[src/mam_pkg.sv]
// Package for the modular arithmetic unit.
// Opcodes, fixed widths and the control struct of the serial step cell.
// No dependencies.
package mam_pkg;
	localparam int RAW_WIDTH = 64;
	localparam int MOD_RESET = 10007;

	localparam logic [2:0] OP_RED = 3'd0;
	localparam logic [2:0] OP_ADD = 3'd1;
	localparam logic [2:0] OP_SUB = 3'd2;
	localparam logic [2:0] OP_MUL = 3'd3;
	localparam logic [2:0] OP_NEG = 3'd4;
	localparam logic [2:0] OP_POW = 3'd5;
	localparam logic [2:0] OP_INV = 3'd6;
	localparam logic [2:0] OP_DIV = 3'd7;

	typedef struct packed {
		logic en;
		logic first;
		logic din;
	} mam_step_ctl_t;
endpackage

[src/mam_if.sv]
// Channel interfaces of the modular arithmetic unit: request, response, config.
// Depends on nothing; widths are set by interface parameters.
interface mam_req_if #(parameter int RESIDUE_WIDTH = 16, parameter int EXPONENT_WIDTH = 63);
	logic                      valid;
	logic                      ready;
	logic [2:0]                opcode;
	logic [RESIDUE_WIDTH-1:0]  value_a;
	logic [RESIDUE_WIDTH-1:0]  value_b;
	logic [EXPONENT_WIDTH-1:0] exponent;
	logic signed [63:0]        raw_value;
	modport source (output valid, opcode, value_a, value_b, exponent, raw_value, input ready);
	modport sink (input valid, opcode, value_a, value_b, exponent, raw_value, output ready);
endinterface

interface mam_rsp_if #(parameter int RESIDUE_WIDTH = 16);
	logic                     valid;
	logic                     ready;
	logic [RESIDUE_WIDTH-1:0] result;
	modport source (output valid, result, input ready);
	modport sink (input valid, result, output ready);
endinterface

interface mam_cfg_if #(parameter int RESIDUE_WIDTH = 16);
	logic                     valid;
	logic                     ready;
	logic [RESIDUE_WIDTH-1:0] modulus;
	modport source (output valid, modulus, input ready);
	modport sink (input valid, modulus, output ready);
endinterface

[src/mam_step.sv]
// Serial modular double-and-add cell: acc = (2*acc + din*x) mod m per step, acc taken as zero on the first step.
// Depends on mam_pkg for the control struct.
module mam_step import mam_pkg::*; #(
	parameter int W = 16
) (
	input  logic          clk,
	input  mam_step_ctl_t ctl,
	input  logic [W-1:0]  x,
	input  logic [W-1:0]  m,
	output logic [W-1:0]  acc
);
	logic [W-1:0] acc_q;
	logic [W-1:0] base;
	logic [W:0]   dbl;
	logic [W:0]   dbl_r;
	logic [W:0]   sum;
	logic [W:0]   sum_r;

	always_comb begin
		base  = ctl.first ? '0 : acc_q;
		dbl   = {base, 1'b0};
		dbl_r = (dbl >= {1'b0, m}) ? dbl - {1'b0, m} : dbl;
		sum   = {1'b0, dbl_r[W-1:0]} + (ctl.din ? {1'b0, x} : '0);
		sum_r = (sum >= {1'b0, m}) ? sum - {1'b0, m} : sum;
	end

	always_ff @(posedge clk) begin
		if (ctl.en) begin
			acc_q <= sum_r[W-1:0];
		end
	end

	assign acc = acc_q;
endmodule

[src/modular_arithmetic_unit.sv]
// Modular arithmetic unit: top level with the sequencer and operand registers.
// Depends on mam_pkg, the channel interfaces in mam_if and mam_step.
//
// Channels: req (opcode and operands), rsp (one residue per request), cfg
// (modulus write, always ready; write it only while the unit is idle).
// req.ready is high only while no request is in work; one request is worked
// at a time. All modular products go bit serially through one double-and-add
// cell. Products per request:
//   modulus zero: none; reduce: one pass over the 64-bit raw value;
//   add, sub, neg: two; mul: three; pow, inv: two, then X squarings and k
//   multiplies, k = 1 bits walked, X = max(EXPONENT_WIDTH, W); div: one more
//   product than inv.
// The worst case is set by the square-and-multiply walk over the shared cell.
// The result sits in an output register; a new request is accepted while it
// waits, and a finished result waits in the sequencer if rsp stalls.
// Reset clears the sequencer and output valid and sets the modulus to 10007.
module modular_arithmetic_unit import mam_pkg::*; #(
	parameter int RESIDUE_WIDTH  = 16,
	parameter int EXPONENT_WIDTH = 63
) (
	input  logic       clk,
	input  logic       arst_n,
	mam_req_if.sink    req,
	mam_rsp_if.source  rsp,
	mam_cfg_if.sink    cfg
);
	localparam int W   = RESIDUE_WIDTH;
	localparam int XW  = (EXPONENT_WIDTH > W) ? EXPONENT_WIDTH : W;
	localparam int EBW = (XW > 1) ? $clog2(XW) : 1;

	localparam logic [1:0] S_IDLE = 2'd0;
	localparam logic [1:0] S_RUN  = 2'd1;
	localparam logic [1:0] S_NEXT = 2'd2;
	localparam logic [1:0] S_OUT  = 2'd3;

	localparam logic [2:0] P_RR = 3'd0;
	localparam logic [2:0] P_RA = 3'd1;
	localparam logic [2:0] P_RB = 3'd2;
	localparam logic [2:0] P_SQ = 3'd3;
	localparam logic [2:0] P_MB = 3'd4;
	localparam logic [2:0] P_FM = 3'd5;

	logic [1:0]           st_q;
	logic [2:0]           ph_q;
	logic [2:0]           op_q;
	logic [W-1:0]         mod_q;
	logic [W-1:0]         a_q;
	logic [W-1:0]         b_q;
	logic [W-1:0]         base_q;
	logic [W-1:0]         x_q;
	logic [W-1:0]         res_q;
	logic [W-1:0]         out_q;
	logic                 ov_q;
	logic                 neg_q;
	logic                 first_q;
	logic [XW-1:0]        e_q;
	logic [EBW-1:0]       ecnt_q;
	logic [6:0]           cnt_q;
	logic [RAW_WIDTH-1:0] ser_q;

	mam_step_ctl_t ctl;
	logic [W-1:0]  acc;
	logic [W-1:0]  one;
	logic [W:0]    add_s;
	logic [W:0]    sub_s;
	logic [W-1:0]  add_r;
	logic [W-1:0]  sub_r;
	logic [W-1:0]  neg_r;
	logic [W-1:0]  fermat;
	logic          adv;

	always_comb begin
		one    = (mod_q == W'(1)) ? '0 : W'(1);
		add_s  = {1'b0, a_q} + {1'b0, acc};
		add_r  = (add_s >= {1'b0, mod_q}) ? W'(add_s - {1'b0, mod_q}) : add_s[W-1:0];
		sub_s  = {1'b0, a_q} + ({1'b0, mod_q} - {1'b0, acc});
		sub_r  = (sub_s >= {1'b0, mod_q}) ? W'(sub_s - {1'b0, mod_q}) : sub_s[W-1:0];
		neg_r  = (a_q == '0) ? '0 : mod_q - a_q;
		fermat = (mod_q >= W'(2)) ? mod_q - W'(2) : '0;
		adv    = (ph_q == P_MB) || (ph_q == P_SQ && !e_q[XW-1]);
		ctl.en    = (st_q == S_RUN);
		ctl.first = first_q;
		ctl.din   = ser_q[RAW_WIDTH-1];
	end

	mam_step #(.W(W)) u_step (
		.clk (clk),
		.ctl (ctl),
		.x   (x_q),
		.m   (mod_q),
		.acc (acc)
	);

	assign req.ready  = (st_q == S_IDLE);
	assign cfg.ready  = 1'b1;
	assign rsp.valid  = ov_q;
	assign rsp.result = out_q;

	always_ff @(posedge clk or negedge arst_n) begin
		if (!arst_n) begin
			st_q  <= S_IDLE;
			ov_q  <= 1'b0;
			mod_q <= W'(MOD_RESET);
		end else begin
			if (cfg.valid) begin
				mod_q <= cfg.modulus;
			end
			if (ov_q && rsp.ready && st_q != S_OUT) begin
				ov_q <= 1'b0;
			end
			case (st_q)
				S_IDLE: begin
					if (req.valid) begin
						op_q    <= req.opcode;
						a_q     <= req.value_a;
						b_q     <= req.value_b;
						e_q     <= XW'(req.exponent);
						neg_q   <= req.raw_value[63];
						first_q <= 1'b1;
						x_q     <= one;
						if (mod_q == '0) begin
							res_q <= '0;
							st_q  <= S_OUT;
						end else if (req.opcode == OP_RED) begin
							ser_q <= req.raw_value[63] ? 64'd0 - req.raw_value : req.raw_value;
							cnt_q <= 7'd64;
							ph_q  <= P_RR;
							st_q  <= S_RUN;
						end else begin
							ser_q <= {req.value_a, {(RAW_WIDTH-W){1'b0}}};
							cnt_q <= 7'(W);
							ph_q  <= P_RA;
							st_q  <= S_RUN;
						end
					end
				end
				S_RUN: begin
					ser_q   <= ser_q << 1;
					first_q <= 1'b0;
					cnt_q   <= cnt_q - 7'd1;
					if (cnt_q == 7'd1) begin
						st_q <= S_NEXT;
					end
				end
				S_NEXT: begin
					first_q <= 1'b1;
					cnt_q   <= 7'(W);
					case (ph_q)
						P_RR: begin
							res_q <= (neg_q && acc != '0) ? mod_q - acc : acc;
							st_q  <= S_OUT;
						end
						P_RA: begin
							a_q   <= acc;
							ser_q <= {b_q, {(RAW_WIDTH-W){1'b0}}};
							x_q   <= one;
							ph_q  <= P_RB;
							st_q  <= S_RUN;
						end
						P_RB: begin
							b_q <= acc;
							case (op_q)
								OP_ADD: begin
									res_q <= add_r;
									st_q  <= S_OUT;
								end
								OP_SUB: begin
									res_q <= sub_r;
									st_q  <= S_OUT;
								end
								OP_NEG: begin
									res_q <= neg_r;
									st_q  <= S_OUT;
								end
								OP_MUL: begin
									x_q   <= a_q;
									ser_q <= {acc, {(RAW_WIDTH-W){1'b0}}};
									ph_q  <= P_FM;
									st_q  <= S_RUN;
								end
								default: begin
									base_q <= (op_q == OP_DIV) ? acc : a_q;
									if (op_q != OP_POW) begin
										e_q <= XW'(fermat);
									end
									ecnt_q <= EBW'(XW-1);
									x_q    <= one;
									ser_q  <= {one, {(RAW_WIDTH-W){1'b0}}};
									ph_q   <= P_SQ;
									st_q   <= S_RUN;
								end
							endcase
						end
						P_SQ, P_MB: begin
							if (!adv) begin
								x_q   <= base_q;
								ser_q <= {acc, {(RAW_WIDTH-W){1'b0}}};
								ph_q  <= P_MB;
								st_q  <= S_RUN;
							end else begin
								e_q <= e_q << 1;
								ser_q <= {acc, {(RAW_WIDTH-W){1'b0}}};
								if (ecnt_q == '0) begin
									if (op_q == OP_DIV) begin
										x_q  <= a_q;
										ph_q <= P_FM;
										st_q <= S_RUN;
									end else begin
										res_q <= acc;
										st_q  <= S_OUT;
									end
								end else begin
									ecnt_q <= ecnt_q - EBW'(1);
									x_q    <= acc;
									ph_q   <= P_SQ;
									st_q   <= S_RUN;
								end
							end
						end
						default: begin
							res_q <= acc;
							st_q  <= S_OUT;
						end
					endcase
				end
				default: begin
					if (!ov_q || rsp.ready) begin
						ov_q  <= 1'b1;
						out_q <= res_q;
						st_q  <= S_IDLE;
					end
				end
			endcase
		end
	end

`ifndef SYNTH
	a_zero_mod: assert property (@(posedge clk) disable iff (!arst_n)
		(st_q == S_IDLE && req.valid && mod_q == '0) |=> st_q == S_OUT)
		else $error("zero modulus did not bypass the datapath");
	a_res_range: assert property (@(posedge clk) disable iff (!arst_n)
		ov_q |-> (mod_q == '0 || out_q < mod_q))
		else $error("result not below modulus");
	a_run_cnt: assert property (@(posedge clk) disable iff (!arst_n)
		st_q == S_RUN |-> cnt_q != 7'd0)
		else $error("serial count underflow");
`endif
endmodule
[src/flat_wrapper.sv]
// flat-port wrapper written by rule: the top's interface ports become plain ports
module modular_arithmetic_unit_flat import mam_pkg::*;
#(
	parameter int RESIDUE_WIDTH  = 16,
	parameter int EXPONENT_WIDTH = 63
)
  (clk, arst_n, req_valid, req_opcode, req_value_a, req_value_b, req_exponent, req_raw_value, req_ready, rsp_valid, rsp_result, rsp_ready, cfg_valid, cfg_modulus, cfg_ready);
  mam_req_if #(.RESIDUE_WIDTH(RESIDUE_WIDTH), .EXPONENT_WIDTH(EXPONENT_WIDTH)) req_i ();
  mam_rsp_if #(.RESIDUE_WIDTH(RESIDUE_WIDTH)) rsp_i ();
  mam_cfg_if #(.RESIDUE_WIDTH(RESIDUE_WIDTH)) cfg_i ();
  input  logic clk;
  input  logic arst_n;
  input wire logic [$bits(req_i.valid)-1:0] req_valid;
  input wire logic [$bits(req_i.opcode)-1:0] req_opcode;
  input wire logic [$bits(req_i.value_a)-1:0] req_value_a;
  input wire logic [$bits(req_i.value_b)-1:0] req_value_b;
  input wire logic [$bits(req_i.exponent)-1:0] req_exponent;
  input wire logic [$bits(req_i.raw_value)-1:0] req_raw_value;
  output wire logic [$bits(req_i.ready)-1:0] req_ready;
  output wire logic [$bits(rsp_i.valid)-1:0] rsp_valid;
  output wire logic [$bits(rsp_i.result)-1:0] rsp_result;
  input wire logic [$bits(rsp_i.ready)-1:0] rsp_ready;
  input wire logic [$bits(cfg_i.valid)-1:0] cfg_valid;
  input wire logic [$bits(cfg_i.modulus)-1:0] cfg_modulus;
  output wire logic [$bits(cfg_i.ready)-1:0] cfg_ready;
  assign req_i.valid = req_valid;
  assign req_i.opcode = req_opcode;
  assign req_i.value_a = req_value_a;
  assign req_i.value_b = req_value_b;
  assign req_i.exponent = req_exponent;
  assign req_i.raw_value = req_raw_value;
  assign req_ready = req_i.ready;
  assign rsp_valid = rsp_i.valid;
  assign rsp_result = rsp_i.result;
  assign rsp_i.ready = rsp_ready;
  assign cfg_i.valid = cfg_valid;
  assign cfg_i.modulus = cfg_modulus;
  assign cfg_ready = cfg_i.ready;
  modular_arithmetic_unit #(.RESIDUE_WIDTH(RESIDUE_WIDTH), .EXPONENT_WIDTH(EXPONENT_WIDTH)) u_core (.clk(clk), .arst_n(arst_n), .req(req_i), .rsp(rsp_i), .cfg(cfg_i));
endmodule
[config.mk]
export PLATFORM = sky130hd
export DESIGN_NAME = modular_arithmetic_unit_flat
export DESIGN_NICKNAME = d
export VERILOG_FILES = /design/src/mam_pkg.sv /design/src/mam_if.sv /design/src/mam_step.sv /design/src/modular_arithmetic_unit.sv /design/src/flat_wrapper.sv
export SDC_FILE = /design/constraint.sdc
export NUM_CORES = 1
export LEC_CHECK = 0
export ABC_CLOCK_PERIOD_IN_PS = 12200
export CELL_PAD_IN_SITES_DETAIL_PLACEMENT = 1
export CELL_PAD_IN_SITES_GLOBAL_PLACEMENT = 1
export CORE_MARGIN = 2
export CORE_UTILIZATION = 45
export DETAILED_ROUTE_END_ITERATION = 10
export DONT_BUFFER_PORTS = 1
export PLACE_DENSITY_LB_ADDON = 0.1
export SYNTH_ARGS = -nofsm -noshare
export SYNTH_HDL_FRONTEND = slang
export SYNTH_HIERARCHICAL = 1
export SYNTH_SLANG_ARGS = --single-unit
[constraint.sdc]
create_clock -name clk -period 12.2 [get_ports clk]
set_input_delay 0.61 -clock clk [delete_from_list [all_inputs] [get_ports clk]]
set_output_delay 0.61 -clock clk [all_outputs]
set_load 0.05 [all_outputs]
# Word level (Yosys, flattened, before mapping)
# Index checks and enable logic that the tools add are counted.
[totals] reg_bits=279 elab_cells=188
[op_classes] n_lt_le_gt_ge=5 bitwise_logic=2 n_reduce_logical=37 muxes=77 n_eq_ne=35 n_addsub=14
[op_table] cell="$pmux 64 s3" count=2
[op_table] cell="$mux 16" count=23
[op_table] cell="$mux 64" count=4
[op_table] cell="$mux 63" count=4
[op_table] cell="$pmux 63 s2" count=2
[op_table] cell="$pmux 16 s2" count=5
[op_table] cell="$pmux 64 s2" count=1
[op_table] cell="$pmux 16 s3" count=2
[op_table] cell="$sub 16x16->16" count=6
[op_table] cell="$ge 17x16->1" count=4
[op_table] cell="$pmux 16 s4" count=1
[op_table] cell="$sub 1x64->64 const A" count=1
[op_table] cell="$add 16x16->17" count=2
[op_table] cell="$logic_not 16->1" count=2
[op_table] cell="$mux 7" count=3
[op_table] cell="$pmux 7 s3" count=1
[op_table] cell="$mux 6" count=3
[op_table] cell="$ne 2x2->1 const B" count=9
[op_table] cell="$reduce_and 6->1" count=3
[op_table] cell="$add 16x17->17" count=1
[op_table] cell="$sub 16x16->17" count=1
[op_table] cell="$eq 16x1->1 const B" count=1
[op_table] cell="$ge 16x2->1 const B" count=1
[op_table] cell="$mux 2" count=8
[op_table] cell="39 further kinds" count=80

# Depth between registers and ports, before layout
[logic_depth] ltp_word=7 mapped_depth=32 mapped_depth_nobuf=30

# Cells and area by module
# The synthesis kept the hierarchy.
[modules_own_cells] module="modular_arithmetic_unit" instances=1 cells_each=2062 area_per_inst_um2=19033.3
[modules_own_cells] module="mam_step" instances=1 cells_each=416 area_per_inst_um2=3398.3

# Worst setup path before layout
# Ideal clock, no wire load.
[synth_timing] path_type="reg2reg" startpoint="register u_core.mod_q[1]" endpoint="register u_core.u_step.acc_q[12], in the netlist u_core/u_step/acc[12], data pin" path_stages_with_launch=27 required_ns=11.940 n_path_buf=1 t_arrival_ns=6.233 synth_period_minus_slack_ns=6.493 path_slack_ns=5.707 path_cell_list="dfstp_2 > inv_1 > ha_1 > nor2b_1 > o31a_1 > or4_4 > a21oi_4 > o211a_4 > o31a_4 > o21ai_4 > buf_6 > mux2_4 > ha_1 > o21ai_0 > o21bai_1 > o311a_1 > o31ai_1 > o21ai_0 > xor2_1 > ha_1 > and4_1 > nand2_1 > nor4_1 > a2111oi_0 > o21ai_1 > a31oi_4 > mux2_2"
[synth_via] elab_chain_len=5 elab_cells_between_ends=7
[synth_lines] item="from (decl)" line="modular_arithmetic_unit.sv:46" text="logic [W-1:0] mod_q;"
[synth_lines] item="from (signal assigned)" line="modular_arithmetic_unit.sv:103" text="mod_q <= W'(MOD_RESET);"
[synth_lines] item="from (signal assigned)" line="modular_arithmetic_unit.sv:106" text="mod_q <= cfg.modulus;"
[synth_lines] item="$sub 16x16->16 / $ge 17x16->1 (equally long branches)" line="mam_step.sv:22" text="dbl_r = (dbl >= {1'b0, m}) ? dbl - {1'b0, m} : dbl;"
[synth_lines] item="$mux 16" line="mam_step.sv:22"
[synth_lines] item="$add 16x16->17" line="mam_step.sv:23" text="sum = {1'b0, dbl_r[W-1:0]} + (ctl.din ? {1'b0, x} : '0);"
[synth_lines] item="$sub 16x16->16 / $ge 17x16->1 (equally long branches)" line="mam_step.sv:24" text="sum_r = (sum >= {1'b0, m}) ? sum - {1'b0, m} : sum;"
[synth_lines] item="$mux 16 *" line="mam_step.sv:24"
[synth_lines] item="named net u_core.u_step.sum_r[12]" line="mam_step.sv:17" text="logic [W:0] sum_r;"
[synth_lines] item="to (signal assigned)" line="mam_step.sv:29" text="acc_q <= sum_r[W-1:0];"
[synth_lines] item="to (decl)" line="mam_step.sv:12" text="logic [W-1:0] acc_q;"
# The timed path passes the listed nets; every way through them passes the cells marked *.
# A chain may end at the register's enable or synchronous reset.

# Worst setup path after layout
[layout_timing] startpoint="register u_core.mod_q[1]" endpoint="register u_core.u_step.acc_q[9], in the netlist u_core/u_step/acc[9], data pin"
# Same word-level chain as after synthesis.

==> out/metrics.csv <==
metric,value,unit
status,"complete, no violations",
drive_above_1_share,6.55,%
drt_first_pass_iters,8,
synth_area_leaders,"edfxtp_1 35%, ha_1 8.5%, o21ai_0 5.5%",
critPathRequiredTime,12510,ps
clk_pin_slew,60,ps
fmax,126,MHz
syn_area,22400,um^2
ff2ff_setup_slack,4290,ps
hold_depth,1,
post_cts_buffers,0,
mostFrequentLayoutCells,"295 x nand2_1, 260 x edfxtp_1, 247 x o21ai_0, 178 x inv_1, 163 x nor2_1",
dpl.hpwl,63900,um
clkSinkCount,279,
wl_met3,6400,um
r2r-end,u_core/u_step/acc[9],
grt_overflow,0,
worstRegToRegCells,24,
dieArea,51600,um^2
rows,81,
gp_congestion,0.977,
post-route-drc-count,0,
die_h,227,um
critPathLaunchType,register,
grt_max_degree,82,
hold_end,u_core/mod_q[13],
wl_met1,35300,um
synth_top_area_share,34.8,%
ant_nets,0,
yosys_warnings,6,
arrival,8220,ps
tritoncts,built,
worstMarginPinSlew,1260,ps
fp.coreArea,49100,um^2
ios,202,
wirelength,83800,um
layout.nets,2804,
seq_area_frac_synth,37.0,%
grt.total_usage,32.2,%
clk-insertion-delay-late,560,ps
synth_edf_count,260,
wl_per_cell,26.7,um
synth_cells,2478,
grt_pass1_vias,19900,
maxUsedRoutingLayer,met4,
synth_nets,2838,
met2_length,38900,um
io_buffers,0,
maxSlewViolCount,0,
cts_made_buffers,36,
final_util,49.7,%
async_flop_share,6.81,%
synth-seq-cells,279,
cp_max_fo,27,
clk_path_buf_depth,3,
cts-root-buf,clkbuf_16,
fin_cells,3137,
dp_slack,4410,ps
maxSlewHeadroom,15.4,%
max_cap_viol_count,0,
synth_top_cell_by_area,edfxtp_1,
fin_ws,4290,ps
cts-htree-levels,2,
finalCriticalPeriod,7910,ps
final_common_cell,nand2_1,
rsz0062_at_grt,false,
finalHoldViolCount,0,
timing.final.crit_share,64.8,%
vias_per_cell,6.31,
die_w,227,um
r2r-start,u_core/mod_q[1],
fin_tns_setup,0,ps
synth_cell_types,89,
syn_avg_cell_area,9.05,um^2
antenna_found_initial,1,
setup_viol,0,
crit_path_end_kind,register,
dr_total_vias,19800,
drtIter0Drc,1877,
critical_path_class,register to register,
min_from,cfg_valid,
hold_buffers,1,
ctsResizeCount,0,
dp.cells,3069,
synth-main-ff-cell,edfxtp_1,
area_growth,8.67,%
initial_core_util,45.7,%
grt_pass1_wl,124000,um
finalClockSkew,25.6,ps
hp-class,primary input to register,
-- how the worst max path moves through the flow --
stage | end | from | slack, ps | depth (start not counted)
after global placement | u_core/u_step/acc[1] | u_core/mod_q[1] | 4510 | 24
after CTS | u_core/u_step/acc[1] | u_core/mod_q[1] | 4380 | 24
after detailed placement | u_core/u_step/acc[1] | u_core/mod_q[1] | 4410 | 24
after global routing | u_core/u_step/acc[1] | u_core/mod_q[1] | 3700 | 24
final | u_core/u_step/acc[9] | u_core/mod_q[1] | 4290 | 24
after floorplan | u_core/u_step/acc[12] | u_core/mod_q[1] | 5710 | 26
-- area by class of cell --
cell class,instances,area (um^2)
fillers,5683,24700
flip-flops and latches,279,8290
multi-input cells,1914,13100
diodes,1,2.50
repair buffers,34,258
clock inverters,17,228
inverters,179,672
well taps,664,831
clock buffers,49,980
-- synth_stat cells (17+ instances only) --
cell	number
nand2_1	295
edfxtp_1	260
o21ai_0	248
inv_1	178
nor2_1	164
ha_1	153
a21oi_1	136
clkbuf_1	91
xnor2_1	91
xor2_1	90
nor3_1	52
o2bb2ai_1	50
nand3_1	46
a21o_1	42
o31ai_1	32
nor2b_1	30
o21a_1	28
fa_1	24
nor4_1	24
a221oi_1	21
mux2_2	20
nand2b_1	20
and2_1	19
or3_1	19
a222oi_1	17
o211ai_1	17
-- worst max-delay path, stage by stage (launching register included) --
cell	delay, ps
dfstp_2	820
inv_1	200
ha_1	350
nor2b_1	150
o31a_1	310
or4_4	460
a21oi_4	190
o211a_4	190
o31a_4	140
o21ai_4	190
mux2_4	380
ha_1	230
a211oi_1	260
o21bai_1	190
o311a_1	390
o311ai_0	570
nand3_1	140
o311ai_0	180
ha_1	400
nand3_1	140
nor4_1	70
a2111oi_0	390
o21ai_1	230
a31oi_4	690
mux2_2	410
-- state kept, by name (all words and copies together), names as in the netlist, 6 cells and up --
signal             flops
u_core/a_q            16
u_core/b_q            16
u_core/base_q         16
u_core/cnt_q           7
u_core/e_q            63
u_core/ecnt_q          6
u_core/mod_q          16
u_core/res_q          16
u_core/rsp.result     16
u_core/ser_q          64
u_core/u_step/acc     16
u_core/x_q            16
-- per-stage QoR --
step | instance area (um^2) | hold slack (ps)
floorplan | 22400 | 314
detailed placement | 23200 | 315
finish | 24400 | 109
global route | 24400 | 92.6
global placement | 23200 | 316
CTS | 24400 | 84.9
-- cell families after synthesis --
group | count (synthesis) | share of synthesized area, %
muxes | 41 | 2.12
adders and majority gates | 177 | 10.7
other | 1 | 0.0167
DFF | 279 | 37.0
AOI/OAI and AO/OA | 767 | 22.7
and+or+nand+nor | 747 | 15.6
buffers and inverters | 285 | 4.84
xor gates and xnor gates | 181 | 7.07
-- layer usage --
| metal | track usage [%] | up-vias |
|---|---|---|
| met1 | 42.9 | 9838 |
| li1 | - | 9060 |
| met3 | 6.38 | 148 |
| met4 | 12.1 | 0 |
| met5 | 0 | - |
| met2 | 51.9 | 744 |
Power is left out: the tool's default activity adds up to more than one toggle a clock period on the data nets, which glitch-free logic cannot reach.
